[config.mk]
export PLATFORM = sky130hd
export DESIGN_NAME = rds_sqrt_cell
export DESIGN_NICKNAME = d
export VERILOG_FILES = /design/src/rtl/rds_pkg.sv /design/src/rtl/rds_sqrt_cell.sv
export SDC_FILE = /design/constraint.sdc
export NUM_CORES = 1
export LEC_CHECK = 0
export BUFFER_PORTS_ARGS = -buffer_cell sky130_fd_sc_hd__buf_2
export CAP_MARGIN = 20
export CELL_PAD_IN_SITES_DETAIL_PLACEMENT = 0
export CELL_PAD_IN_SITES_GLOBAL_PLACEMENT = 2
export CORE_MARGIN = 4
export CORE_UTILIZATION = 30
export DETAILED_ROUTE_END_ITERATION = 8
export GPL_ROUTABILITY_DRIVEN = 0
export GPL_TIMING_DRIVEN = 1
export PLACE_DENSITY_LB_ADDON = 0.2
export SLEW_MARGIN = 20
export SYNTH_ARGS = -nofsm -noshare
export SYNTH_HDL_FRONTEND = slang
export SYNTH_SLANG_ARGS = --single-unit
[constraint.sdc]
create_clock -name clock -period 6.4 [get_ports clock]
set_clock_uncertainty 0.2 [all_clocks]
set_input_delay 0.64 -clock clock [delete_from_list [all_inputs] [get_ports clock]]
set_output_delay 0.64 -clock clock [all_outputs]
set_load 0.02 [all_outputs]
[src/rtl/rds_pkg.sv]
// Shared types, constants and helpers of the Rayleigh direction sampler.
`timescale 1ns / 1ps
package rds_pkg;

   localparam int SAMPLE_WIDTH_DEF = 16;
   localparam int CUBE_W = 50;
   localparam int ROOT_CELLS = 16;
   localparam int SQRT_CELLS = 16;
   localparam int TRIG_LAT = 22;
   localparam int PIPE_LAT = ROOT_CELLS + SQRT_CELLS + 2;

   localparam logic [30:0] Q30_ONE = 31'h4000_0000;
   localparam logic [32:0] PI_Q31 = 33'd6746518852;
   localparam logic [27:0] RAYLEIGH_Q32 = 28'd256336978;

   localparam int SIN_K [5] = '{110, 72, 42, 20, 6};
   localparam int COS_K [6] = '{132, 90, 56, 30, 12, 2};

   typedef enum logic [1:0] {QUAD_I, QUAD_II, QUAD_III, QUAD_IV} quad_type;

   typedef struct packed {
      logic signed [CUBE_W-1:0] target;
      logic signed [15:0] c;
      logic [30:0] c2;
      logic signed [46:0] c3;
   } root_type;

   typedef struct packed {
      logic [30:0] rem;
      logic [15:0] r;
      logic signed [15:0] c;
      logic [30:0] c2;
   } sqrt_type;

   typedef struct packed {
      logic [31:0] x2;
      logic [30:0] t;
   } horner_type;

   typedef struct packed {
      logic [16:0] sphi;
      logic [16:0] cphi;
      logic sneg;
      logic cneg;
   } trig_type;

   // round Q30 product to Q15, apply sign, saturate to Q1.15
   function automatic logic [15:0] sat_q15(logic [33:0] prod, logic neg);
      logic [18:0] m;
      logic [15:0] res;
      m = 19'((prod + 34'd16384) >> 15);
      if (neg) begin
         res = (m > 19'd32768) ? 16'h8000 : 16'(19'd0 - m);
      end else begin
         res = (m > 19'd32767) ? 16'h7FFF : 16'(m);
      end
      return res;
   endfunction

endpackage

[src/rtl/rds_sqrt_cell.sv]
// One bit of the square root of 1 - cos^2, carrying cos along.
`timescale 1ns / 1ps
module rds_sqrt_cell #(parameter int BIT = 15) (
   input  logic clock,
   input  logic adv,
   input  rds_pkg::sqrt_type from_prev,
   output rds_pkg::sqrt_type to_next
);
   rds_pkg::sqrt_type stage_ff, stage_in;
   logic [31:0] trial;

   always_comb begin
      trial = (32'(from_prev.r) << (BIT + 1)) + (32'(1) << (2 * BIT));
      stage_in = from_prev;
      if (32'(from_prev.rem) >= trial) begin
         stage_in.rem = 31'(32'(from_prev.rem) - trial);
         stage_in.r = from_prev.r | 16'(32'(1) << BIT);
      end
   end

   always_ff @(posedge clock) begin
      if (adv) begin
         stage_ff <= stage_in;
      end
   end

   assign to_next = stage_ff;
endmodule

==> impl_metrics.toml, run 1 <==
[sta]
fin_crit_ns = 3.715
timing.fmax_mhz = 269.2
slew_headroom_pct = 28.57
min_period_over_period_pct = 58.05
setup_violations = 0
slew_violations = 0
hold_viol = 0
rsz0062_at_grt = "false"
fin_setup_tns_ns = 0
worstMarginPinSlew_ns = 1.072

[critical_path]
cp_max_fo = 16
critical_path_class = "input pin to flip-flop"
cp.required_ns = 6.30
crit_path_end_kind = "flip-flop"
worstSetupStartpointType = "input pin"
crit_arrival_ns = 3.61

[synthesis]
synth_cell_type_count = 43
ys_warn_count = 0
netlist_instances = 235
synth_seq_cells = 94
ys_async_sr_fraction_pct = 0
synth_top_area_share_pct = 72.63
syn_nets = 347
ys.flop_type = "edfxtp_1"
yosysTopAreaCell = "edfxtp_1"
synth-seq-area-share_pct = 72.63
netlist_top_cells_area = "edfxtp_1 73%, ha_1 4.8%, mux2_4 2.7%, mux2_2 1.7%, inv_1 1.6%"
yosys-top-cells-count = "94 x edfxtp_1, 17 x inv_1, 15 x ha_1"
syn_area_mm2 = 0.003886
synth_edf_count = 94
yosysMostFrequentCell = "edfxtp_1"
avgSynthCellArea_um2 = 16.54

[cts]
postCtsSetupRepairBufs = 0
ctsHoldBuffers = 0
clk_pin_slew_ns = 0.07
cts_buffer_depth = 2
numCtsBuffers = 9
htree_levels = 3
cts_num_sinks = 94
clock-root-buffer = "clkbuf_16"
cts_resized = 0
cts_tree = "yes"

[global_route]
grt_max_degree = 50
grt.total_usage_pct = 13.39
grt_pass1_wl_um = 14620
overflow = 0
grt_antenna_before_repair = 1
grt_pass1_vias = 2668

[final_layout]
largest_register_ffs = 94
fin_nets = 545
diodes = 0
fin_area_mm2 = 0.005310
syn_to_final_growth_pct = 36.64
drive_gt1_share_pct = 50.23

[power_and_ir_drop]
power.leakage_nw = 2.320
p_per_area_mw_per_mm2 = 289.0
ir_worst_vdd_uv = 120.0
fin_total_pwr_w = 0.001535

[die]
rows = 41
core_mm2 = 0.01267
die_y_um = 121.8
dieArea_mm2 = 0.01484
die_x_um = 121.8
io_pins = 190
initial_core_util_pct = 30.67

[hold_path]
min_path_type = "input pin to flip-flop"

[route]
dr.pass1.iters = 4
final_antenna_net_count = 0
routed_via_density = 4.390
drt_iter0_drc = 98
vias = 2678
detail_route.wirelength_um = 10230
drc = 0
wl_per_cell_um = 16.76

[place]
dpl_cell_area_mm2 = 0.005022
dp_hpwl_um = 8030
portBuffers = 189

[flow_run]
drv_cap = 0

[outcome]
status = "finished clean"
==> kinds of logic (layout without fill, tap and decap cells) <==
group | Yosys count | after routing | share of synthesized area (%)
and+or+nand+nor | 43 | 43 | 5.763
buffers and inverters | 20 | 223 | 2.543
adders and majority gates | 16 | 16 | 5.345
muxes | 17 | 17 | 5.473
xor gates and xnor gates | 10 | 10 | 2.254
AOI/OAI and AO/OA | 35 | 35 | 5.989
DFF | 94 | 94 | 72.63
==> final timing paths <==
path,from,endpoint,slack (ns),cells after the start
max,from_prev[47],to_next[81],2.69,9
min,from_prev[28],to_next[28],0.27,1
==> area by class of cell <==
type                       instances  area (µm²)
clock inverter                     7       62.56
timing repair buffer             190       955.9
sequential                        94        2823
multi-input combinational        121       964.7
tap                              172       215.2
fill                            1234        7361
clock buffer                       9       225.2
inverter                          17       63.81
==> routing by layer <==
metal	up-vias	global-route usage (%)	part of all wire [%]
met5	-	0	0.13
met4	2	5.882	1.7
met3	14	4.271	10
met2	126	21.86	47
met1	1238	16.30	40
li1	1298	-	-
==> critical path, stage by stage <==
cell	delay [ns]
buf_2	0.11
ha_1	0.22
fa_1	0.42
nand2b_1	0.20
a211oi_1	0.36
nor2_1	0.14
a211oi_1	0.22
o41a_1	0.87
mux2_2	0.42
==> stage by stage <==
stage	util [%]	instances	setup slack (ns)	hold WS [ns]
2_1_floorplan	-	235	3.204	0.5389
3_3_place_gp	39.64	594	2.316	0.6173
3_5_place_dp	39.64	594	2.256	0.6182
4_1_cts	41.91	610	2.605	0.2484
5_1_grt	41.91	610	2.413	0.2395
6_report	41.91	610	2.685	0.2656
==> cell usage in the layout, fill, tap and decap left out, drive strengths merged, types with 2 or more instances in the layout <==
cell | Yosys | routed
a21oi | 12 | 12
edfxtp | 94 | 94
mux2 | 13 | 13
ha | 15 | 15
nor4 | 2 | 2
nand2b | 3 | 3
nand3 | 4 | 4
or3 | 2 | 2
o21bai | 2 | 2
a21o | 3 | 3
clkbuf | 1 | 9
o21ai | 3 | 3
nor3 | 4 | 4
nor2b | 4 | 4
clkinv | 0 | 3
xor2 | 3 | 3
nand4 | 2 | 2
mux2i | 4 | 4
inv | 17 | 21
nor2 | 11 | 11
a211oi | 4 | 4
nand2 | 5 | 5
buf | 2 | 190
xnor2 | 7 | 7
==> report_power, final <==
part | switching (W) | total [W] | internal (W)
clock | 0.000243 | 0.000516 | 0.000272
sequential | 0.0000114 | 0.000750 | 0.000738
combinational | 0.000165 | 0.000270 | 0.000105
No activity file was read; power rests on OpenSTA's default activity.
==> run 2: changes to the inputs <==
--- a/config.mk
+++ b/config.mk
@@ -10,7 +10,7 @@
 export CELL_PAD_IN_SITES_DETAIL_PLACEMENT = 0
 export CELL_PAD_IN_SITES_GLOBAL_PLACEMENT = 2
 export CORE_MARGIN = 4
-export CORE_UTILIZATION = 30
+export CORE_UTILIZATION = 29
 export DETAILED_ROUTE_END_ITERATION = 8
 export GPL_ROUTABILITY_DRIVEN = 0
 export GPL_TIMING_DRIVEN = 1
==> constraint.sdc (replaced) <==
create_clock -name clock -period 3.74 [get_ports clock]
set_clock_uncertainty 0.2 [all_clocks]
set_input_delay 0.374 -clock clock [delete_from_list [all_inputs] [get_ports clock]]
set_output_delay 0.374 -clock clock [all_outputs]
set_load 0.02 [all_outputs]
==> impl_metrics.toml, run 2 (synthesized netlist as in run 1, its figures left out) <==
[outcome]
status = "finished clean"

[route]
dr.pass1.iters = 4
routed_via_density = 4.336
detail_route.wirelength_um = 10770
wl_per_cell_um = 16.52
drt_iter0_drc = 131
final_antenna_net_count = 0
drc = 0
vias = 2827

[die]
dieArea_mm2 = 0.01532
die_y_um = 123.8
initial_core_util_pct = 29.46
die_x_um = 123.8
io_pins = 190
rows = 42
core_mm2 = 0.01319

[place]
portBuffers = 189
dpl_worst_slack_ns = 0.4260
dp_hpwl_um = 8294

[sta]
hold_viol = 0
min_period_over_period_pct = 78.48
slew_violations = 0
fin_setup_tns_ns = 0
timing.fmax_mhz = 340.7
fin_crit_ns = 2.935
rsz0062_at_grt = "false"
worstMarginPinSlew_ns = 0.5671
setup_ws_ns = 0.8048
setup_violations = 0
slew_headroom_pct = 62.19

[critical_path]
cp_max_fo = 11
crit_arrival_ns = 2.83
cp.required_ns = 3.63
worstSetupStartpointType = "input pin"
crit_path_end_kind = "flip-flop"
critical_path_class = "input pin to flip-flop"
cp-startpoint = "from_prev[47]"

[cts]
cts_tree = "yes"
cts_buffer_depth = 2
numCtsBuffers = 9
clock-root-buffer = "clkbuf_16"
clk_pin_slew_ns = 0.07
postCtsSetupRepairBufs = 0
htree_levels = 3
cts_num_sinks = 94

[final_layout]
largest_register_ffs = 94
final_cell_mix = "188 x buf_2, 94 x edfxtp_1, 35 x dlygate4sd3_1, 17 x inv_1, 15 x ha_1"
layout_commonest_cell = "buf_2"
ff_latch_area_mm2 = 0.002823
n_fill_cell = 1246
multi_input_area_um2 = 964.7
drive_gt1_share_pct = 46.53
syn_to_final_growth_pct = 45.81
fin_nets = 583

[hold_path]
worstHoldStart = "from_prev[15]"
hold_depth = 1
min_path_type = "input pin to flip-flop"

[power_and_ir_drop]
power.leakage_nw = 2.467
p_per_area_mw_per_mm2 = 461.5
ir_worst_vdd_uv = 164.5

[global_route]
grt.total_usage_pct = 13.47
grt_max_degree = 42
grt_pass1_vias = 2764
grt_pass1_wl_um = 15130
overflow = 0
grt_antenna_before_repair = 1

[flow_run]
drv_cap = 0
==> run 2: changes by cell type in the layout (fill, tap and decap cells not counted) <==
| cell | previous run | this run |
|---|---|---|
| dlygate4sd3_1 | 0 | 35 |
| clkinv_2 | 1 | 2 |
| buf_4 | 2 | 5 |
| inv_8 | 2 | 0 |
| clkinv_4 | 2 | 1 |
| clkinv_1 | 0 | 1 |
| inv_6 | 2 | 1 |
| diode_2 | 0 | 1 |
| clkinvlp_4 | 0 | 1 |
==> run 2: timing repair <==
action | in CTS | in global routing
hold endpoints to repair | 35 | 0
hold buffers | 35 | 0
gates resized for setup | 0 | 0
==> run 2: worst paths after layout <==
| kind | to | slack, ns |
|---|---|---|
| max | to_next[84] | 0.80 |
| min | to_next[15] | 0.02 |
==> run 2: cell type report <==
| class | instances | area share [%] |
|---|---|---|
| inverters | 17 | 1.126 |
| multi-input cells | 121 | 17.02 |
| clock inverters | 6 | 0.6845 |
| well taps | 176 | 3.886 |
| flip-flops and latches | 94 | 49.81 |
| repair buffers | 228 | 23.45 |
| diodes | 1 | 0.04416 |
| clock buffers | 9 | 3.974 |
==> run 2: worst max-delay path: stages <==
cell      delay [ns]
buf_2           0.11
ha_1            0.22
fa_1            0.41
nand2b_1        0.21
a211oi_1        0.36
nor2_1          0.14
a211oi_1        0.23
o41a_1          0.17
buf_4           0.24
mux2_2          0.36
==> run 2: layer usage <==
metal	global-route usage, %	vias up	wire length [µm]
met5	0	-	0
met4	5.813	0	179
met3	4.314	13	1093
met2	22.44	128	5059
met1	15.96	1309	4436
li1	-	1377	-
==> run 2: power breakdown <==
part	internal, W	switching (W)
clock network	0.000446	0.000387
logic	0.000206	0.000293
registers	0.00126	0.0000192
total	0.00192	0.000700
==> run 2: per-stage QoR <==
step	utilization, %	total power [W]	instances	hold WS (ns)	cell area [µm²]
global route	42.96	0.002740	652	0.003713	5667
detailed placement	38.29	0.001784	601	0.3524	5050
global placement	38.29	0.001781	601	0.3509	5050
finish	42.96	0.002615	652	0.01607	5667
floorplan	-	0.001584	235	0.2729	3886
CTS	42.94	0.002658	651	0.001093	5664
