===== config.mk =====
export PLATFORM = sky130hd
export DESIGN_NAME = rds_root_cell
export DESIGN_NICKNAME = d
export VERILOG_FILES = /design/src/rtl/rds_pkg.sv /design/src/rtl/rds_root_cell.sv
export SDC_FILE = /design/constraint.sdc
export NUM_CORES = 1
export LEC_CHECK = 0
export BUFFER_PORTS_ARGS = -buffer_cell sky130_fd_sc_hd__buf_2
export CORE_UTILIZATION = 50
export CTS_CLUSTER_DIAMETER = 120
export CTS_CLUSTER_SIZE = 12
export DETAILED_ROUTE_END_ITERATION = 6
export PLACE_DENSITY = 0.78
export SLEW_MARGIN = 20
export SYNTH_ARGS = -nofsm -noshare
export SYNTH_HDL_FRONTEND = slang
export SYNTH_SLANG_ARGS = --single-unit

===== constraint.sdc =====
create_clock -name clock -period 8 [get_ports clock]
set_input_delay 0.8 -clock clock [delete_from_list [all_inputs] [get_ports clock]]
set_output_delay 0.8 -clock clock [all_outputs]
set_load 0.03 [all_outputs]

===== src/rtl/rds_pkg.sv =====
// Shared types, constants and helpers of the Rayleigh direction sampler.
`timescale 1ns / 1ps
package rds_pkg;

   localparam int SAMPLE_WIDTH_DEF = 16;
   localparam int CUBE_W = 50;
   localparam int ROOT_CELLS = 16;
   localparam int SQRT_CELLS = 16;
   localparam int TRIG_LAT = 22;
   localparam int PIPE_LAT = ROOT_CELLS + SQRT_CELLS + 2;

   localparam logic [30:0] Q30_ONE = 31'h4000_0000;
   localparam logic [32:0] PI_Q31 = 33'd6746518852;
   localparam logic [27:0] RAYLEIGH_Q32 = 28'd256336978;

   localparam int SIN_K [5] = '{110, 72, 42, 20, 6};
   localparam int COS_K [6] = '{132, 90, 56, 30, 12, 2};

   typedef enum logic [1:0] {QUAD_I, QUAD_II, QUAD_III, QUAD_IV} quad_type;

   typedef struct packed {
      logic signed [CUBE_W-1:0] target;
      logic signed [15:0] c;
      logic [30:0] c2;
      logic signed [46:0] c3;
   } root_type;

   typedef struct packed {
      logic [30:0] rem;
      logic [15:0] r;
      logic signed [15:0] c;
      logic [30:0] c2;
   } sqrt_type;

   typedef struct packed {
      logic [31:0] x2;
      logic [30:0] t;
   } horner_type;

   typedef struct packed {
      logic [16:0] sphi;
      logic [16:0] cphi;
      logic sneg;
      logic cneg;
   } trig_type;

   // round Q30 product to Q15, apply sign, saturate to Q1.15
   function automatic logic [15:0] sat_q15(logic [33:0] prod, logic neg);
      logic [18:0] m;
      logic [15:0] res;
      m = 19'((prod + 34'd16384) >> 15);
      if (neg) begin
         res = (m > 19'd32768) ? 16'h8000 : 16'(19'd0 - m);
      end else begin
         res = (m > 19'd32767) ? 16'h7FFF : 16'(m);
      end
      return res;
   endfunction

endpackage


===== src/rtl/rds_root_cell.sv =====
// One bit of the cubic root search, with running square and cube.
`timescale 1ns / 1ps
module rds_root_cell #(parameter int BIT = 15) (
   input  logic clock,
   input  logic adv,
   input  rds_pkg::root_type from_prev,
   output rds_pkg::root_type to_next
);
   localparam int W = rds_pkg::CUBE_W;

   rds_pkg::root_type stage_ff, stage_in;
   logic signed [W-1:0] c_w, c2_w, c3_w, sh1, sh2, cube_t, cn_w, lin, lhs, c2n;

   always_comb begin
      c_w = W'(from_prev.c);
      c2_w = W'(from_prev.c2);
      c3_w = W'(from_prev.c3);
      sh2 = c2_w <<< BIT;
      sh1 = c_w <<< (2 * BIT);
      cube_t = c3_w + sh2 + (sh2 <<< 1) + sh1 + (sh1 <<< 1) + (W'(1) <<< (3 * BIT));
      cn_w = c_w + (W'(1) <<< BIT);
      lin = cn_w <<< 30;
      lhs = cube_t + lin + (lin <<< 1);
      c2n = c2_w + (c_w <<< (BIT + 1)) + (W'(1) <<< (2 * BIT));
      stage_in = from_prev;
      // keep the trial bit when the cubic stays at or below the target
      if (lhs <= from_prev.target) begin
         stage_in.c = 16'(cn_w);
         stage_in.c2 = 31'(c2n);
         stage_in.c3 = 47'(cube_t);
      end
   end

   always_ff @(posedge clock) begin
      if (adv) begin
         stage_ff <= stage_in;
      end
   end

   assign to_next = stage_ff;
endmodule


==> run summary, run 1 <==
Result of the run = complete, but fails checks
Failing checks = setup timing
Fraction of synthesized cell area taken by the top area cell type = 36.3%
Final Hold Viols = 0
Commonest cells in the synthesized netlist = inv_1, ha_1, edfxtp_1
Final period utilization = 102%
Final Instance Count excl. Fillers = 1877
Sum of net half-perimeters after detailed placement = 25.1 mm
Root cell of the clock tree = clkbuf_16
Number of buffers added by the clock tree synthesis step = 17
Total placed cells including tap cells = 1817
Number of distinct library cell variants in the gate-level netlist after synthesis = 55
Fraction of the mapped netlist area in adder cells = 31.9%
Met3 layer wire length in the routed design = 2.01 mm
Post-synthesis cell area = 0.0119 mm^2
Setup slack after layout = -174 ps
Initial Util = 50.9%
Clock transition at the registers of the reported paths = 70 ps
FP Rows = 56
Number of register bits inferred by synthesis = 144
Cell types occupying the most area after synthesis = edfxtp_1, ha_1, fa_1
Sum of routed wire segments on met1 = 13.0 mm
Worst EP required = 8190 ps
Number of antenna-violating nets in the routed design = 0
Count of flip-flops with a built-in enable after synthesis = 144
Fin. max-slew vios = 0
Core Area = 0.0234 mm^2
Worst path slowest cell = fa_1
Area grow syn2layout = 37.8%
Worst slew margin relative to its limit = 33.1%
Via-to-Cell Ratio = 5.20
Most frequently used cell type in the post-synthesis netlist = inv_1
Post-Synthesis Cells = 1055
Worst slew pin tran = 1000 ps
Final Routed Wirelength = 33.0 mm
Highest Clock Rate = 122 MHz
Routed met2 length = 17.2 mm
Wire length per cell after detailed routing = 17.6 um
Setup Viol. Count Final = 45
Worst stage delay on the critical path = 550 ps
Main synth FF type = edfxtp_1
Clock tree sinks = 144
Worst min-delay path startpoint = from_prev[61]
Biggest area consumer among synthesized cells = edfxtp_1
Horizontal die dimension = 156 um
Routability cong. = 0.864
Highest metal layer with signal wires = met4
Largest family of logic cells by synthesized area = adder cells
Multiplexer fraction of the synthesized cell area = 4.38%
Count of boundary I/O pins = 290
Average cell area after synthesis = 11.3 um^2
Hold_buf cts = 0
Area fraction in and, or, nand and nor cells after synthesis = 5.92%
Seq/Total Area, Yosys = 36.3%
DRT iter0 DRCs = 587
Remaining Overflow, GRT = 0
Htree depth = 4
Synthesized net count = 1457
Type of destination of the critical path = flop
Critical path origin = from_prev[33]
TritonRoute pass-1 iters = 5
Cell class contributing the biggest share of worst-path delay = adder cells
Flip-flop count of the largest register, all copies and words added = 144
Vias in the first global route = 10000
TritonCTS clock tree = built
Area fraction in compound gates after synthesis = 9.52%
Async S/R FF share, synth = 0%
Share of final-layout standard cells stronger than drive strength 1 = 39.6%
Number of fill cells in the layout = 1703
Max capacitance violation total = 0
Arrival time of data at the critical path endpoint = 8360 ps
CP max FO = 6
Hold crit path type = input port to flop
Total routing usage reported by global routing = 26.3%
DRC viols = 0
Time the final worst path needs with I/O delays and setup = 8170 ps
Setup repair after global routing missed its margin = yes
Die Y = 156 um
Via Count = 9767
Die Outline Area = 0.0245 mm^2
Clock buffer depth = 2
Largest net degree at the start of global routing = 74
Antenna violations before repair = 3
Sum of buffers and inverters on the critical path = 8
First-pass GRT wire length = 49.2 mm
Buffers on Ports = 289
Number of nets in the layout = 1944
Post-synthesis share of cell area spent on xor and xnor gates = 4.12%
Setup crit start kind = input port
Worst Path Class, Setup = input port to flop
Count of warnings emitted by yosys = 0
==> timing repair <==
action                                  CTS  global route
setup buffers                             8            13
pin swaps                                 6            28
gates cloned                              0             4
endpoints found under the setup margin   48            48
gates resized for setup                  26            46
==> metrics by stage <==
stage	instance area (um^2)	hold WS [ps]	TNS (ps)	utilization (%)	setup slack [ps]
floorplan	12200	899	-5230	-	-142
global placement	15200	993	-24570	65.0	-576
detailed placement	15200	992	-32770	65.0	-755
CTS	16000	545	-3400	68.4	-139
global route	16400	536	-20630	70.2	-466
finish	16400	550	-6330	70.2	-174
==> final timing paths <==
check	cells past startpoint	to	slack (ps)
worst max-delay path	36	to_next[63]	-170
worst min-delay path	1	to_next[61]	550
==> cells in the final DEF, fill, tap and decap left out, drive strengths merged, types with 9 or more instances in the layout <==
cell,synthesis,layout
xor2,22,22
fa,80,80
nor2,28,28
nand3,13,13
edfxtp,144,144
a21o,42,42
o21ai,30,30
mux2,22,22
nor2b,9,9
buf,5,477
mux2i,27,27
a21oi,53,53
xnor2,34,34
nor3,11,11
nand2b,9,9
nand4,18,18
clkbuf,7,20
ha,176,176
inv,227,235
nand2,26,26
==> logic make-up (layout without fill, tap and decap cells) <==
group | after synthesis | after routing
fa+ha+maj | 256 | 256
buf+inv | 239 | 739
compound gates | 174 | 174
flops | 144 | 144
simple gates | 137 | 137
xor+xnor | 56 | 56
mux | 49 | 49
other cells | 0 | 3
==> layout make-up <==
class	count	area [um^2]	share of cell area, %
Antenna cell	3	7.51	0.0457
Clock buffer	17	425	2.59
Clock inverter	15	174	1.06
Inverter	227	867	5.28
Multi-Input combinational cell	672	7220	43.9
Sequential cell	144	4320	26.3
Tap cell	319	399	2.43
Timing Repair Buffer	480	3010	18.3
==> layer usage <==
metal  GRT usage (%)  vias to the layer above
li1                -                     4631
met1            30.4                     4711
met2            48.4                      370
met3            4.68                       55
met4            9.85                        0
met5               0                        -
Power of run 1 is not shown: default switching activity piles up to over one toggle a cycle in this logic, so the estimate is an artifact.
==> run 2, diff against run 1 <==
--- a/config.mk
+++ b/config.mk
@@ -6,7 +6,9 @@
 export NUM_CORES = 1
 export LEC_CHECK = 0
 export BUFFER_PORTS_ARGS = -buffer_cell sky130_fd_sc_hd__buf_2
-export CORE_UTILIZATION = 50
+export CELL_PAD_IN_SITES_DETAIL_PLACEMENT = 1
+export CELL_PAD_IN_SITES_GLOBAL_PLACEMENT = 1
+export CORE_UTILIZATION = 39
 export CTS_CLUSTER_DIAMETER = 120
 export CTS_CLUSTER_SIZE = 12
 export DETAILED_ROUTE_END_ITERATION = 6
==> constraint.sdc (replaced) <==
create_clock -name clock -period 8 [get_ports clock]
set_input_delay 0.4 -clock clock [delete_from_list [all_inputs] [get_ports clock]]
set_output_delay 0.4 -clock clock [all_outputs]
set_load 0.03 [all_outputs]
==> run 2 against run 1 <==
The run still ends with setup timing left. Wire length up 18%. Critical path depth up 2. Design area up 0.23%. Worst hold slack worse by 410 ps. Count of clock-buffer cells in the layout unchanged. Maximum frequency up 1.6%. Highest routed layer unchanged.
==> run summary, run 2 (same netlist as run 1, synthesis figures left out) <==
Result of the run = complete, but fails checks (unchanged)
Failing checks = setup timing (unchanged)
Die Outline Area = 0.0313 mm^2 (was 0.0245 mm^2)
Worst slew margin relative to its limit = 31.1% (was 33.1%)
Initial Util = 39.9% (was 50.9%)
Final Hold Viols = 0 (unchanged)
Via-to-Cell Ratio = 5.13 (was 5.20)
Post-layout instance area = 0.0165 mm^2 (was 0.0164 mm^2)
Sum of buffers and inverters on the critical path = 10 (was 8)
Max capacitance violation total = 0 (unchanged)
Core Area = 0.0299 mm^2 (was 0.0234 mm^2)
Time the final worst path needs with I/O delays and setup = 8050 ps (was 8170 ps)
Share of final-layout standard cells stronger than drive strength 1 = 39.8% (was 39.6%)
Setup repair after global routing missed its margin = yes (unchanged)
DRC viols = 0 (unchanged)
Placed standard-cell area = 0.0148 mm^2 (was 0.0152 mm^2)
Horizontal die dimension = 177 um (was 156 um)
TritonCTS clock tree = built (unchanged)
Buffers on Ports = 289 (unchanged)
Routability cong. = 0.892 (was 0.864)
Arrival time of data at the critical path endpoint = 8240 ps (was 8360 ps)
Worst stage delay on the critical path = 550 ps (about the same)
Worst EP required = 8190 ps (about the same)
Most common cell after layout, fill and taps aside = buf_2 (unchanged)
Worst path slowest cell = fa_1 (unchanged)
First-pass GRT wire length = 55.1 mm (was 49.2 mm)
Hold crit path type = input port to flop (unchanged)
Final Routed Wirelength = 38.9 mm (was 33.0 mm)
Highest Clock Rate = 124 MHz (was 122 MHz)
Htree depth = 4 (unchanged)
Number of fill cells in the layout = 3294 (was 1703)
Worst Path Class, Setup = input port to flop (unchanged)
Wire length per cell after detailed routing = 20.1 um (was 17.6 um)
Worst slew pin tran = 1030 ps (was 1000 ps)
Remaining Overflow, GRT = 0 (unchanged)
Sum of net half-perimeters after detailed placement = 27.8 mm (was 25.1 mm)
Final period utilization = 101% (was 102%)
Hold_buf cts = 0 (unchanged)
DRT iter0 DRCs = 396 (was 587)
Root cell of the clock tree = clkbuf_16 (unchanged)
Clock transition at the registers of the reported paths = 70 ps (about the same)
Largest net degree at the start of global routing = 80 (was 74)
TritonRoute pass-1 iters = 4 (was 5)
Fin. max-slew vios = 0 (unchanged)
Via Count = 9915 (was 9767)
CP max FO = 8 (was 6)
Count of boundary I/O pins = 290 (unchanged)
Number of antenna-violating nets in the routed design = 0 (unchanged)
Vias in the first global route = 10600 (was 10000)
Setup Viol. Count Final = 14 (was 45)
Clock buffer depth = 2 (unchanged)
Area grow syn2layout = 38.1% (was 37.8%)
Antenna violations before repair = 2 (was 3)
Die Y = 177 um (was 156 um)
Leading cell types in the layout, fill and taps excluded = buf_2, inv_1, buf_4, ha_1, edfxtp_1 (unchanged)
Number of buffers added by the clock tree synthesis step = 17 (unchanged)
Flip-flop count of the largest register, all copies and words added = 144 (unchanged)
Setup crit start kind = input port (unchanged)
Number of nets in the layout = 1930 (was 1944)
Cell class contributing the biggest share of worst-path delay = adder cells (unchanged)
Setup slack after layout = -48.0 ps (was -174 ps)
Type of destination of the critical path = flop (unchanged)
FP Rows = 63 (was 56)
Total routing usage reported by global routing = 23.1% (was 26.3%)
Clock tree sinks = 144 (unchanged)
-- run 2: cell count changes in the layout (fill, tap and decap cells not counted), moves of 5 or more --
cell / delta
mux2_1: +7
ha_4: +7
buf_6: +6
buf_4: -18
inv_2: +5
mux2_4: -7
ha_1: -5
-- run 2: final timing paths --
kind / start / endpoint / slack, ps / depth (start not counted)
worst max-delay path: from_prev[69] / to_next[18] / -50 / 38
worst min-delay path: from_prev[97] / to_next[97] / 140 / 1
-- run 2: what timing repair did --
item                       in CTS  in global routing
setup endpoints to repair      48                 48
pin swaps                       8                 77
resized for setup              15                128
gates cloned                    0                  0
setup buffers                  16                 34
-- run 2: layer usage --
layer  GRT usage, %  routed length (um)  vias to the layer above
met5              0                   0                        -
met4           6.72                 960                        0
met3           4.23                2180                       59
met2           42.2               20300                      348
met1           27.3               15500                     4905
li1               -                   -                     4603
-- run 2: area by class of cell --
cell class	instances	area (um^2)	share of cell area, %
Antenna cell	2	5.00	0.0304
Clock buffer	17	425	2.58
Clock inverter	15	166	1.01
Inverter	227	855	5.19
Multi-Input combinational cell	672	7320	44.4
Sequential cell	144	4320	26.3
Tap cell	390	488	2.96
Timing Repair Buffer	466	2880	17.5
-- run 2: stage by stage --
step           setup TNS, ps  std cells  util [%]  worst slack, ps  hold slack [ps]
2_1_floorplan              0       1055         -             4.87              499
3_3_place_gp          -23040       1852      49.6             -533              594
3_5_place_dp          -32120       1852      49.6             -747              593
4_1_cts                    0       1900      52.3             6.94              128
5_1_grt               -11860       1933      55.1             -375              131
6_report                -312       1933      55.1            -48.0              144
Power of run 2 is left out for the same reason.
==> run 3, diff against run 2 <==
--- a/config.mk
+++ b/config.mk
@@ -5,13 +5,13 @@
 export SDC_FILE = /design/constraint.sdc
 export NUM_CORES = 1
 export LEC_CHECK = 0
-export BUFFER_PORTS_ARGS = -buffer_cell sky130_fd_sc_hd__buf_2
 export CELL_PAD_IN_SITES_DETAIL_PLACEMENT = 1
 export CELL_PAD_IN_SITES_GLOBAL_PLACEMENT = 1
-export CORE_UTILIZATION = 39
+export CORE_UTILIZATION = 46
 export CTS_CLUSTER_DIAMETER = 120
 export CTS_CLUSTER_SIZE = 12
 export DETAILED_ROUTE_END_ITERATION = 6
+export DONT_BUFFER_PORTS = 1
 export PLACE_DENSITY = 0.78
 export SLEW_MARGIN = 20
 export SYNTH_ARGS = -nofsm -noshare
==> run 3 against run 2 <==
The run now ends clean. Via count down 16%. Wire length down 16%. Global-route usage up 0.71 points. First-iteration DRC count up 7.8%. Worst setup slack better by 150 ps. Critical path depth down 4. Die area down 15%. Design area down 14%. Non-clock buffer count down 355. Highest routed layer unchanged.
==> run summary, run 3 (same netlist as run 1, synthesis figures left out) <==
Flip-flop count of the largest register, all copies and words added = 144 (unchanged)
Most common cell after layout, fill and taps aside = inv_1 (was buf_2)
Worst slew pin tran = 593 ps (was 1030 ps)
Vias in the first global route = 9032 (was 10600)
Core Area = 0.0253 mm^2 (was 0.0299 mm^2)
Largest net degree at the start of global routing = 145 (was 80)
Hold crit path type = input port to flop (unchanged)
Horizontal die dimension = 163 um (was 177 um)
Routability cong. = 0.839 (was 0.892)
Clock transition at the registers of the reported paths = 80 ps (was 70 ps)
DRC viols = 0 (unchanged)
Wire length per cell after detailed routing = 21.4 um (was 20.1 um)
Worst path slowest cell = fa_1 (unchanged)
Count of boundary I/O pins = 290 (unchanged)
TritonCTS clock tree = built (unchanged)
Total routing usage reported by global routing = 23.8% (was 23.1%)
Type of destination of the critical path = flop (unchanged)
Buffers on Ports = 0 (was 289)
Die Outline Area = 0.0265 mm^2 (was 0.0313 mm^2)
Via Count = 8311 (was 9915)
Worst stage delay on the critical path = 550 ps (about the same)
Htree depth = 4 (unchanged)
Setup crit start kind = input port (unchanged)
Worst Hold Margin = 47.3 ps (was 144 ps)
Antenna violations before repair = 0 (was 2)
Most frequent cell on the critical path = fa_1
Remaining Overflow, GRT = 0 (unchanged)
Highest Clock Rate = 127 MHz (was 124 MHz)
Fin. max-slew vios = 0 (unchanged)
Final Routed Wirelength = 32.5 mm (was 38.9 mm)
Arrival time of data at the critical path endpoint = 8090 ps (was 8240 ps)
Sum of net half-perimeters after detailed placement = 24.8 mm (was 27.8 mm)
Setup repair after global routing missed its margin = yes (unchanged)
Final period utilization = 98.7% (was 101%)
Result of the run = finished clean (was complete, but fails checks)
Worst Path Class, Setup = input port to flop (unchanged)
Setup Viol. Count Final = 0 (was 14)
Via-to-Cell Ratio = 5.48 (was 5.13)
Number of nets in the layout = 1575 (was 1930)
Final Hold Viols = 0 (unchanged)
Worst slew margin relative to its limit = 60.0% (was 31.1%)
Number of buffers added by the clock tree synthesis step = 17 (unchanged)
Pre-CTS setup slack = -577 ps (was -747 ps)
First-pass GRT wire length = 48.3 mm (was 55.1 mm)
Setup slack after layout = 101 ps (was -48.0 ps)
TritonRoute pass-1 iters = 4 (unchanged)
Diode insertion count for antenna repair = 0 (was 2)
FP Rows = 58 (was 63)
Root cell of the clock tree = clkbuf_16 (unchanged)
Max capacitance violation total = 0 (unchanged)
Die Y = 163 um (was 177 um)
Number of fill cells in the layout = 2635 (was 3294)
Initial Util = 47.0% (was 39.9%)
CP max FO = 23 (was 8)
DRT iter0 DRCs = 427 (was 396)
Worst EP required = 8190 ps (about the same)
Clock tree sinks = 144 (unchanged)
Clock buffer depth = 2 (unchanged)
Area grow syn2layout = 18.9% (was 38.1%)
Worst Hold Path Cells = 0 (was 1)
Number of antenna-violating nets in the routed design = 0 (unchanged)
Share of final-layout standard cells stronger than drive strength 1 = 19.0% (was 39.8%)
Time the final worst path needs with I/O delays and setup = 7900 ps (was 8050 ps)
Leading cell types in the layout, fill and taps excluded = inv_1, ha_1, edfxtp_1, buf_4, fa_1 (was buf_2, inv_1, buf_4, ha_1, edfxtp_1)
-- run 3: changes by cell type in the layout (fill, tap and decap cells not counted), moves of 7 or more --
cell / delta
inv_2: -7
buf_4: -61
buf_6: -8
inv_1: +7
buf_2: -285
mux2_4: -11
mux2_1: +10
-- run 3: metrics by stage --
stage / area [um^2] / setup TNS, ps / cells / util (%)
final: 14200 / 0 / 1516 / 56.0
after global routing: 14200 / -5650 / 1516 / 56.0
after CTS: 13700 / 0 / 1502 / 54.1
after detailed placement: 13000 / -24470 / 1468 / 51.5
after global placement: 13000 / -19210 / 1468 / 51.5
after floorplan: 12000 / 0 / 1055 / -
-- run 3: critical path, delay by kind of cell --
kind / cells / cell delay [ps]
buffers and inverters: 6 / 520
and+or+nand+nor: 5 / 900
adders and majority gates: 8 / 2890
AOI/OAI and AO/OA: 11 / 2270
muxes: 2 / 710
xor gates and xnor gates: 2 / 340
-- run 3: worst paths after layout --
check,from,to,slack [ps]
max,from_prev[30],to_next[65],100
min,from_prev[81],to_next[81],50
-- run 3: routing by layer --
metal  vias up  global-route usage (%)  routed length (um)  share of wire (%)
li1       3885                       -                   -                  -
met1      4114                    27.8               12800                 39
met2       261                    42.9               16700                 52
met3        51                    5.58                2250                6.9
met4         0                    7.26                 682                2.1
met5         -                       0                   0                  0
-- run 3: final cells by class --
type                            count  area [um^2]  area share, %
Clock buffer                       17          425           3.00
Clock inverter                     15          143           1.01
Inverter                          227          856           6.04
Multi-Input combinational cell    672         7120           50.2
Sequential cell                   144         4320           30.5
Tap cell                          330          413           2.91
Timing Repair Buffer              111          896           6.32
-- run 3: repair_timing --
| item | 4_1_cts | 5_1_grt |
|---|---|---|
| gates cloned | 0 | 1 |
| setup endpoints to repair | 41 | 48 |
| resized for setup | 18 | 70 |
| pin swaps | 8 | 48 |
| setup buffers | 2 | 13 |
| hold buffers | 0 | 0 |
Power of run 3 is left out for the same reason.
